--- src/rtl/ppc_pkg.sv ---
`timescale 1ns / 1ps

package ppc_pkg;

	localparam int CFG_INDEX_W = 3;
	localparam int CFG_DATA_W  = 16;

	localparam int MAX_DUTY    = 999;
	localparam int GIVE_UP_PWM = 200;
	localparam int FRAC_BITS   = 8;
	localparam int DRIVE_LIM   = MAX_DUTY * (2 ** FRAC_BITS);

	localparam logic [15:0] PROP_GAIN_RST  = 16'd346;
	localparam logic [15:0] INTEG_GAIN_RST = 16'd0;
	localparam logic [15:0] DERIV_GAIN_RST = 16'd384;
	localparam logic [15:0] CPD_RST        = 16'd1408;
	localparam logic [9:0]  MIN_DRIVE_RST  = 10'd190;
	localparam logic [7:0]  STOP_BAND_RST  = 8'd3;
	localparam logic [7:0]  GIVE_UP_RST    = 8'd5;
	localparam logic [7:0]  INTEG_BAND_RST = 8'd10;

	localparam logic [1:0] DIR_FWD  = 2'd0;
	localparam logic [1:0] DIR_REV  = 2'd1;
	localparam logic [1:0] DIR_STOP = 2'd2;

	typedef enum logic [CFG_INDEX_W-1:0] {
		REG_PROP_GAIN   = 3'd0,
		REG_INTEG_GAIN  = 3'd1,
		REG_DERIV_GAIN  = 3'd2,
		REG_CPD         = 3'd3,
		REG_MIN_DRIVE   = 3'd4,
		REG_STOP_BAND   = 3'd5,
		REG_GIVE_UP     = 3'd6,
		REG_INTEG_BAND  = 3'd7
	} ppc_reg_t;

	typedef enum logic [1:0] {
		MUL_SCALE,
		MUL_PROP,
		MUL_INTEG,
		MUL_DERIV
	} ppc_mul_sel_t;

	typedef struct packed {
		logic signed [23:0] target_degrees;
		logic signed [31:0] encoder_count;
	} ppc_in_t;

	typedef struct packed {
		logic [9:0]         pwm_duty;
		logic [1:0]         direction_status;
		logic               bridge_a;
		logic               bridge_b;
		logic signed [31:0] position_error;
	} ppc_out_t;

	typedef struct packed {
		logic         load;
		logic         mul_en;
		ppc_mul_sel_t mul_sel;
		logic         err_en;
		logic         diff_en;
		logic         p_en;
		logic         integ_en;
		logic         add_d_en;
		logic         add_i_en;
		logic         out_en;
	} ppc_cmd_t;

endpackage

--- src/rtl/ppc_ctrl.sv ---
`timescale 1ns / 1ps

module ppc_ctrl (
	input  logic              clk,
	input  logic              arst_n,
	input  logic              in_valid,
	output logic              in_stall,
	output logic              out_valid,
	input  logic              out_stall,
	output ppc_pkg::ppc_cmd_t cmd
);
	import ppc_pkg::*;

	typedef enum logic [3:0] {
		S_IDLE,
		S_SCALE,
		S_ERR,
		S_MUL_P,
		S_MUL_I,
		S_MUL_D,
		S_ADD_D,
		S_ADD_I,
		S_DRIVE
	} state_t;

	state_t state_q;
	logic   out_valid_q;
	logic   out_free;

	assign out_free  = !out_valid_q || !out_stall;
	assign in_stall  = (state_q != S_IDLE);
	assign out_valid = out_valid_q;

	always_comb begin
		cmd = '0;
		cmd.mul_sel = MUL_SCALE;
		unique case (state_q)
			S_IDLE: begin
				cmd.load = in_valid;
			end
			S_SCALE: begin
				cmd.mul_en  = 1'b1;
				cmd.mul_sel = MUL_SCALE;
			end
			S_ERR: begin
				cmd.err_en = 1'b1;
			end
			S_MUL_P: begin
				cmd.mul_en  = 1'b1;
				cmd.mul_sel = MUL_PROP;
				cmd.diff_en = 1'b1;
			end
			S_MUL_I: begin
				cmd.mul_en  = 1'b1;
				cmd.mul_sel = MUL_INTEG;
				cmd.p_en    = 1'b1;
			end
			S_MUL_D: begin
				cmd.mul_en   = 1'b1;
				cmd.mul_sel  = MUL_DERIV;
				cmd.integ_en = 1'b1;
			end
			S_ADD_D: begin
				cmd.add_d_en = 1'b1;
			end
			S_ADD_I: begin
				cmd.add_i_en = 1'b1;
			end
			S_DRIVE: begin
				cmd.out_en = out_free;
			end
		endcase
	end

	always_ff @(posedge clk or negedge arst_n) begin
		if (!arst_n) begin
			state_q     <= S_IDLE;
			out_valid_q <= 1'b0;
		end else begin
			if (state_q == S_DRIVE && out_free) begin
				out_valid_q <= 1'b1;
			end else if (!out_stall) begin
				out_valid_q <= 1'b0;
			end
			unique case (state_q)
				S_IDLE:  if (in_valid) state_q <= S_SCALE;
				S_SCALE: state_q <= S_ERR;
				S_ERR:   state_q <= S_MUL_P;
				S_MUL_P: state_q <= S_MUL_I;
				S_MUL_I: state_q <= S_MUL_D;
				S_MUL_D: state_q <= S_ADD_D;
				S_ADD_D: state_q <= S_ADD_I;
				S_ADD_I: state_q <= S_DRIVE;
				S_DRIVE: if (out_free) state_q <= S_IDLE;
			endcase
		end
	end

endmodule

--- src/rtl/ppc_datapath.sv ---
`timescale 1ns / 1ps

module ppc_datapath (
	input  logic                                clk,
	input  logic                                arst_n,
	input  ppc_pkg::ppc_cmd_t                   cmd,
	input  ppc_pkg::ppc_in_t                    in_data,
	output ppc_pkg::ppc_out_t                   out_data,
	input  logic                                cfg_we,
	input  logic [ppc_pkg::CFG_INDEX_W-1:0]     cfg_index,
	input  logic [ppc_pkg::CFG_DATA_W-1:0]      cfg_data
);
	import ppc_pkg::*;

	// configuration
	logic [15:0] prop_gain_q, integ_gain_q, deriv_gain_q, cpd_q;
	logic [9:0]  min_drive_q;
	logic [7:0]  stop_band_q, give_up_q, integ_band_q;

	// loop state
	logic signed [31:0] prev_q;
	logic signed [47:0] integ_q;
	logic               bridge_a_q, bridge_b_q;
	logic [1:0]         last_dir_q;

	// working registers
	ppc_in_t            in_q;
	logic signed [49:0] prod_q;
	logic signed [31:0] e_q;
	logic [32:0]        ae_q;
	logic signed [32:0] diff_q;
	logic signed [51:0] u_q;
	ppc_out_t           out_q;

	assign out_data = out_q;

	always_ff @(posedge clk or negedge arst_n) begin
		if (!arst_n) begin
			prop_gain_q  <= PROP_GAIN_RST;
			integ_gain_q <= INTEG_GAIN_RST;
			deriv_gain_q <= DERIV_GAIN_RST;
			cpd_q        <= CPD_RST;
			min_drive_q  <= MIN_DRIVE_RST;
			stop_band_q  <= STOP_BAND_RST;
			give_up_q    <= GIVE_UP_RST;
			integ_band_q <= INTEG_BAND_RST;
		end else if (cfg_we) begin
			unique case (ppc_reg_t'(cfg_index))
				REG_PROP_GAIN:  prop_gain_q  <= cfg_data;
				REG_INTEG_GAIN: integ_gain_q <= cfg_data;
				REG_DERIV_GAIN: deriv_gain_q <= cfg_data;
				REG_CPD:        cpd_q        <= cfg_data;
				REG_MIN_DRIVE:  min_drive_q  <= cfg_data[9:0];
				REG_STOP_BAND:  stop_band_q  <= cfg_data[7:0];
				REG_GIVE_UP:    give_up_q    <= cfg_data[7:0];
				REG_INTEG_BAND: integ_band_q <= cfg_data[7:0];
			endcase
		end
	end

	// shared multiplier
	logic signed [32:0] mul_a;
	logic signed [16:0] mul_b;
	logic signed [49:0] mul_p;

	always_comb begin
		unique case (cmd.mul_sel)
			MUL_SCALE: begin
				mul_a = 33'(in_q.target_degrees);
				mul_b = $signed({1'b0, cpd_q});
			end
			MUL_PROP: begin
				mul_a = 33'(e_q);
				mul_b = $signed({1'b0, prop_gain_q});
			end
			MUL_INTEG: begin
				mul_a = 33'(e_q);
				mul_b = $signed({1'b0, integ_gain_q});
			end
			MUL_DERIV: begin
				mul_a = diff_q;
				mul_b = $signed({1'b0, deriv_gain_q});
			end
		endcase
		mul_p = 50'(mul_a) * 50'(mul_b);
	end

	// error from scaled target, truncated toward zero
	logic signed [39:0] scaled;
	logic signed [40:0] rnd;
	logic signed [32:0] setp;
	logic signed [33:0] err_full;
	logic signed [31:0] e_next;
	logic [32:0]        ae_next;

	always_comb begin
		scaled   = prod_q[39:0];
		rnd      = 41'(scaled) + (scaled[39] ? 41'sd255 : 41'sd0);
		setp     = rnd[40:8];
		err_full = 34'(setp) - 34'(in_q.encoder_count);
		if (err_full[33:31] == 3'b000 || err_full[33:31] == 3'b111) begin
			e_next = err_full[31:0];
		end else if (err_full[33]) begin
			e_next = 32'sh8000_0000;
		end else begin
			e_next = 32'sh7fff_ffff;
		end
		if (e_next[31]) begin
			ae_next = 33'(-33'(e_next));
		end else begin
			ae_next = {1'b0, e_next};
		end
	end

	// integral with saturation
	logic signed [48:0] isum;
	logic signed [47:0] isat;
	logic               in_band;

	always_comb begin
		isum    = 49'(integ_q) + 49'($signed(prod_q[47:0]));
		in_band = (ae_q < {25'd0, integ_band_q});
		if (isum[48] != isum[47]) begin
			isat = isum[48] ? {1'b1, 47'd0} : {1'b0, {47{1'b1}}};
		end else begin
			isat = isum[47:0];
		end
	end

	// drive, clamp and decision
	logic               u_pos, u_neg;
	logic signed [52:0] drive, drive_c;
	logic [17:0]        drive_mag;
	logic [9:0]         pwm;
	logic               a_n, b_n;
	logic [1:0]         dir_n;
	logic signed [52:0] lim;

	always_comb begin
		lim   = 53'(DRIVE_LIM);
		u_pos = !u_q[51] && (u_q != '0);
		u_neg = u_q[51];
		drive = 53'(u_q);
		a_n   = bridge_a_q;
		b_n   = bridge_b_q;
		dir_n = last_dir_q;
		if (u_pos) begin
			drive = drive + 53'({min_drive_q, 8'd0});
			a_n   = 1'b1;
			b_n   = 1'b0;
			dir_n = DIR_FWD;
		end else if (u_neg) begin
			drive = drive - 53'({min_drive_q, 8'd0});
			a_n   = 1'b0;
			b_n   = 1'b1;
			dir_n = DIR_REV;
		end
		if (drive > lim) begin
			drive_c = lim;
		end else if (drive < -lim) begin
			drive_c = -lim;
		end else begin
			drive_c = drive;
		end
		drive_mag = drive_c[52] ? 18'(-drive_c) : drive_c[17:0];
		pwm       = drive_mag[17:8];
		if (ae_q <= {25'd0, stop_band_q}) begin
			a_n   = 1'b0;
			b_n   = 1'b0;
			pwm   = '0;
			dir_n = DIR_STOP;
		end
		if (ae_q <= {25'd0, give_up_q} && pwm <= 10'(GIVE_UP_PWM)) begin
			pwm   = '0;
			dir_n = DIR_STOP;
		end
	end

	always_ff @(posedge clk or negedge arst_n) begin
		if (!arst_n) begin
			prev_q     <= '0;
			integ_q    <= '0;
			bridge_a_q <= 1'b0;
			bridge_b_q <= 1'b0;
			last_dir_q <= DIR_FWD;
		end else begin
			if (cmd.diff_en) begin
				prev_q <= e_q;
			end
			if (cmd.integ_en && in_band) begin
				integ_q <= isat;
			end
			if (cmd.out_en) begin
				bridge_a_q <= a_n;
				bridge_b_q <= b_n;
				last_dir_q <= dir_n;
			end
		end
	end

	always_ff @(posedge clk) begin
		if (cmd.load) begin
			in_q <= in_data;
		end
		if (cmd.mul_en) begin
			prod_q <= mul_p;
		end
		if (cmd.err_en) begin
			e_q  <= e_next;
			ae_q <= ae_next;
		end
		if (cmd.diff_en) begin
			diff_q <= 33'(e_q) - 33'(prev_q);
		end
		if (cmd.p_en) begin
			u_q <= 52'(prod_q);
		end else if (cmd.add_d_en) begin
			u_q <= u_q + 52'(prod_q);
		end else if (cmd.add_i_en) begin
			u_q <= u_q + 52'(integ_q);
		end
		if (cmd.out_en) begin
			out_q.pwm_duty         <= pwm;
			out_q.direction_status <= dir_n;
			out_q.bridge_a         <= a_n;
			out_q.bridge_b         <= b_n;
			out_q.position_error   <= e_q;
		end
	end

endmodule

--- src/rtl/pid_position_controller.sv ---
`timescale 1ns / 1ps

// position pid loop for a dc motor on an h-bridge. each input transfer carries a target
// angle and an encoder count and yields one result transfer with pwm duty, direction,
// bridge levels and the saturated position error. a sequencer walks one shared 33x17
// multiplier through the scale, p, i and d products; a new item is taken once the
// previous one has left the datapath, while its result may still wait in the output
// register. configuration writes are always ready and take effect at once.

module pid_position_controller (
	input  logic                                clk,
	input  logic                                arst_n,
	input  logic                                in_valid,
	output logic                                in_stall,
	input  ppc_pkg::ppc_in_t                    in_data,
	output logic                                out_valid,
	input  logic                                out_stall,
	output ppc_pkg::ppc_out_t                   out_data,
	input  logic                                cfg_valid,
	output logic                                cfg_ready,
	input  logic [ppc_pkg::CFG_INDEX_W-1:0]     cfg_index,
	input  logic [ppc_pkg::CFG_DATA_W-1:0]      cfg_data
);
	import ppc_pkg::*;

	ppc_cmd_t cmd;

	assign cfg_ready = 1'b1;

	ppc_ctrl u_ctrl (
		.clk       (clk),
		.arst_n    (arst_n),
		.in_valid  (in_valid),
		.in_stall  (in_stall),
		.out_valid (out_valid),
		.out_stall (out_stall),
		.cmd       (cmd)
	);

	ppc_datapath u_datapath (
		.clk       (clk),
		.arst_n    (arst_n),
		.cmd       (cmd),
		.in_data   (in_data),
		.out_data  (out_data),
		.cfg_we    (cfg_valid && cfg_ready),
		.cfg_index (cfg_index),
		.cfg_data  (cfg_data)
	);

endmodule

--- config.mk ---
export PLATFORM = sky130hd
export DESIGN_NAME = pid_position_controller
export DESIGN_NICKNAME = d
export VERILOG_FILES = /design/src/rtl/ppc_pkg.sv /design/src/rtl/ppc_ctrl.sv /design/src/rtl/ppc_datapath.sv /design/src/rtl/pid_position_controller.sv
export SDC_FILE = /design/constraint.sdc
export NUM_CORES = 2
export LEC_CHECK = 0
export BUFFER_PORTS_ARGS = -buffer_cell sky130_fd_sc_hd__buf_4
export CELL_PAD_IN_SITES_DETAIL_PLACEMENT = 1
export CELL_PAD_IN_SITES_GLOBAL_PLACEMENT = 2
export CORE_ASPECT_RATIO = 1.75
export CORE_MARGIN = 8
export CORE_UTILIZATION = 38
export CTS_CLUSTER_SIZE = 14
export DETAILED_ROUTE_END_ITERATION = 16
export GPL_ROUTABILITY_DRIVEN = 0
export PLACE_DENSITY = 0.88
export SYNTH_ARGS = -nofsm -noshare
export SYNTH_HDL_FRONTEND = slang
export SYNTH_SLANG_ARGS = --single-unit
export TNS_END_PERCENT = 10
--- constraint.sdc ---
create_clock -name clk -period 9.2 [get_ports clk]
set_clock_uncertainty 0.05 [all_clocks]
set_input_delay 0.92 -clock clk [delete_from_list [all_inputs] [get_ports clk]]
set_output_delay 0.92 -clock clk [all_outputs]
set_load 0.05 [all_outputs]
==> flow_summary.toml <==
[run_status]
outcome = "finished clean"

[timing]
hold-worst-slack_ps = 184
slew-limit-headroom_pct = 18.6
fin_crit_ps = 8840
maxSlewViolCount = 0
grt_setup_unrepaired = "no"
worst-slew-pin-transition_ps = 1210
fmax_mhz = 113
final_hold_viol_count = 0
final.period_utilization_pct = 96.1
setup_viol = 0

[critical_path]
cp-end-kind = "flop"
max_stage_delay_ps = 530
cp_max_fo = 15
reg2reg_slack_ps = 360
arrival_ps = 9210
setup.worst_path.start_class = "flop"
rr_worst_depth = 38
r2r-start = "u_ctrl.state_q[3]"
cpMaxStageDelayCell = "fa_1"
worstReg2RegEnd = "u_datapath.prod_q[43]"
crit_type = "reg2reg"
critical_path_required_ps = 9570

[routing]
drc = 0
via_count = 41900
wl_met1_um = 65400
wl_per_cell_um = 24.9
wl_met2_um = 96700
top_layer = "met4"
dr.pass1.iters = 6
wl_met3_um = 7180
drtAntennaViolNets = 0
vias_per_cell = 5.61
drtIter0Drc = 2251
drt-total-wl_um = 186000

[place]
hpwl_um = 151000
portBuffers = 127

[floorplan]
start_util_pct = 38.2
ios = 129
dieArea_um2 = 146000
die_y_um = 499
row_count = 177
core_um2 = 133000
die_w_um = 292

[synth]
syn_area_per_cell_um2 = 9.20
syn_nets = 6427
syn_area_um2 = 50600
syn_inst = 5498
ys_seq_area_share_pct = 27.2
ys_types = 108
ys_ff_latch = 488
ys_warn_count = 0
synth_edf_count = 301
synth_ff_type = "edfxtp_1"
async_flop_share_pct = 38.3

[clock_network]
cts.sinks = 488
h-tree-depth = 2
clkLatencyLatePin_ps = 690
clk_pin_slew_worst_paths_ps = 70
cts_made_buffers = 55
clockRootBuffer = "clkbuf_16"
cts_tree = "yes"
clk_path_buf_depth = 3

[finish]
final_cell_mix = "inv_1 (784), nand2_1 (718), fa_1 (509)"
drive_above_1_share_pct = 12.5
final_nets = 6641
syn_to_final_growth_pct = 12.6
layout_commonest_cell = "inv_1"

[grt]
track_usage_pct = 25.2
grt_pass1_wl_um = 282000
antenna_found_initial = 10
grt_pass1_vias = 46900
grt_max_degree = 139
overflow = 0

[run]
max_cap_viol_count = 0

[worst_hold_path]
hold_class = "in2async"
[worst max-delay path by stage]
stage | startpoint | cells after the start | end
after global routing | u_ctrl.state_q[3] | 38 | u_datapath.prod_q[43]
after floorplan | u_ctrl.state_q[0] | 37 | u_datapath.prod_q[48]
final | u_ctrl.state_q[3] | 38 | u_datapath.prod_q[43]
after detailed placement | u_ctrl.state_q[3] | 33 | u_datapath.prod_q[48]
after CTS | u_ctrl.state_q[3] | 35 | u_datapath.prod_q[48]
after global placement | u_datapath.prod_q[39] | 34 | u_datapath.ae_q[30]
[registers in the layout, indices dropped and copies added, names as in the netlist, 8 cells and up]
register / count
u_datapath.ae_q: 33
u_datapath.cpd_q: 16
u_datapath.deriv_gain_q: 16
u_datapath.diff_q: 33
u_datapath.e_q: 31
u_datapath.give_up_q: 8
u_datapath.in_q: 56
u_datapath.integ_band_q: 8
u_datapath.integ_gain_q: 16
u_datapath.integ_q: 48
u_datapath.min_drive_q: 10
u_datapath.out_data: 46
u_datapath.prev_q: 32
u_datapath.prod_q: 50
u_datapath.prop_gain_q: 16
u_datapath.stop_band_q: 8
u_datapath.u_q: 52
[layout make-up]
class                           instances  area (um^2)
Antenna cell                            3         7.51
Clock inverter                         35          449
Inverter                              787         2960
Sequential cell                       488        13700
Fill cell                           15300        75700
Clock buffer                           69         1460
Multi-Input combinational cell       4015        33400
Timing Repair Buffer                  365         2850
Tap cell                             1700         2130
[per-layer routing]
metal	vias to the layer above	GRT usage [%]
met3	539	3.03
li1	18800	-
met4	0	18.6
met2	1159	46.9
met5	-	0
met1	21300	25.7
[synth_stat cells, types with 11 or more instances]
master	instances	area share, %
nor2_1	390	2.9
o21a_1	64	0.95
mux2i_1	14	0.28
ha_1	340	8.4
a21o_1	114	1.7
mux2_2	149	3.3
o211ai_1	23	0.34
nor2b_1	68	0.84
xor2_1	90	1.6
dfrtp_1	165	8.2
edfxtp_1	301	18
a31oi_1	31	0.38
fa_1	509	20
and3_1	39	0.48
o21ai_1	22	0.22
dfstp_2	22	1.1
nand2_1	719	5.3
o21bai_1	35	0.52
a21oi_1	277	2.7
nand2b_1	54	0.67
clkbuf_1	182	1.3
buf_2	11	0.11
a22o_1	12	0.21
nor3_1	66	0.65
nand4_1	38	0.47
inv_1	786	5.8
xnor2_1	185	3.2
a211oi_1	22	0.33
o21ai_0	292	2.9
o31ai_1	17	0.25
a22oi_1	38	0.56
and2_1	45	0.56
or3_1	22	0.27
buf_1	11	0.082
nand3_1	75	0.74
or2_2	11	0.14
a2111oi_0	11	0.19
nor4_1	30	0.37
[critical path, delay by kind of cell, from the launching register on]
kind	cells	cell delay [ps]
DFF	1	400
adders and majority gates	8	3650
and+or+nand+nor	4	410
xor gates and xnor gates	1	80
buffers and inverters	12	1500
AOI/OAI and AO/OA	13	2460
[cell families after synthesis]
family | synth area share [%]
DFF | 27.2
adders and majority gates | 28.6
muxes | 3.59
and+or+nand+nor | 14.7
AOI/OAI and AO/OA | 13.8
other | 0.0148
xor gates and xnor gates | 4.76
buffers and inverters | 7.44
[through the flow]
stage	TNS [ps]	cell area [um^2]	util, %	setup WS (ps)	instances
CTS	0	56800	42.8	6.48	7450
detailed placement	-294	54900	41.3	-126	7346
floorplan	0	50600	-	47.2	5498
global placement	0	54900	41.3	57.2	7346
global route	0	57000	42.9	25.8	7460
finish	0	57000	42.9	357	7462
[timing repair]
item                                    CTS  global route
hold buffers                              0             0
buffers inserted                          0             9
endpoints found under the setup margin    7            18
pin swaps                                 0             6
resized for setup                         4            31
Power is left out: the tool's default activity adds up to more than one toggle a clock period on the data nets, which glitch-free logic cannot reach.
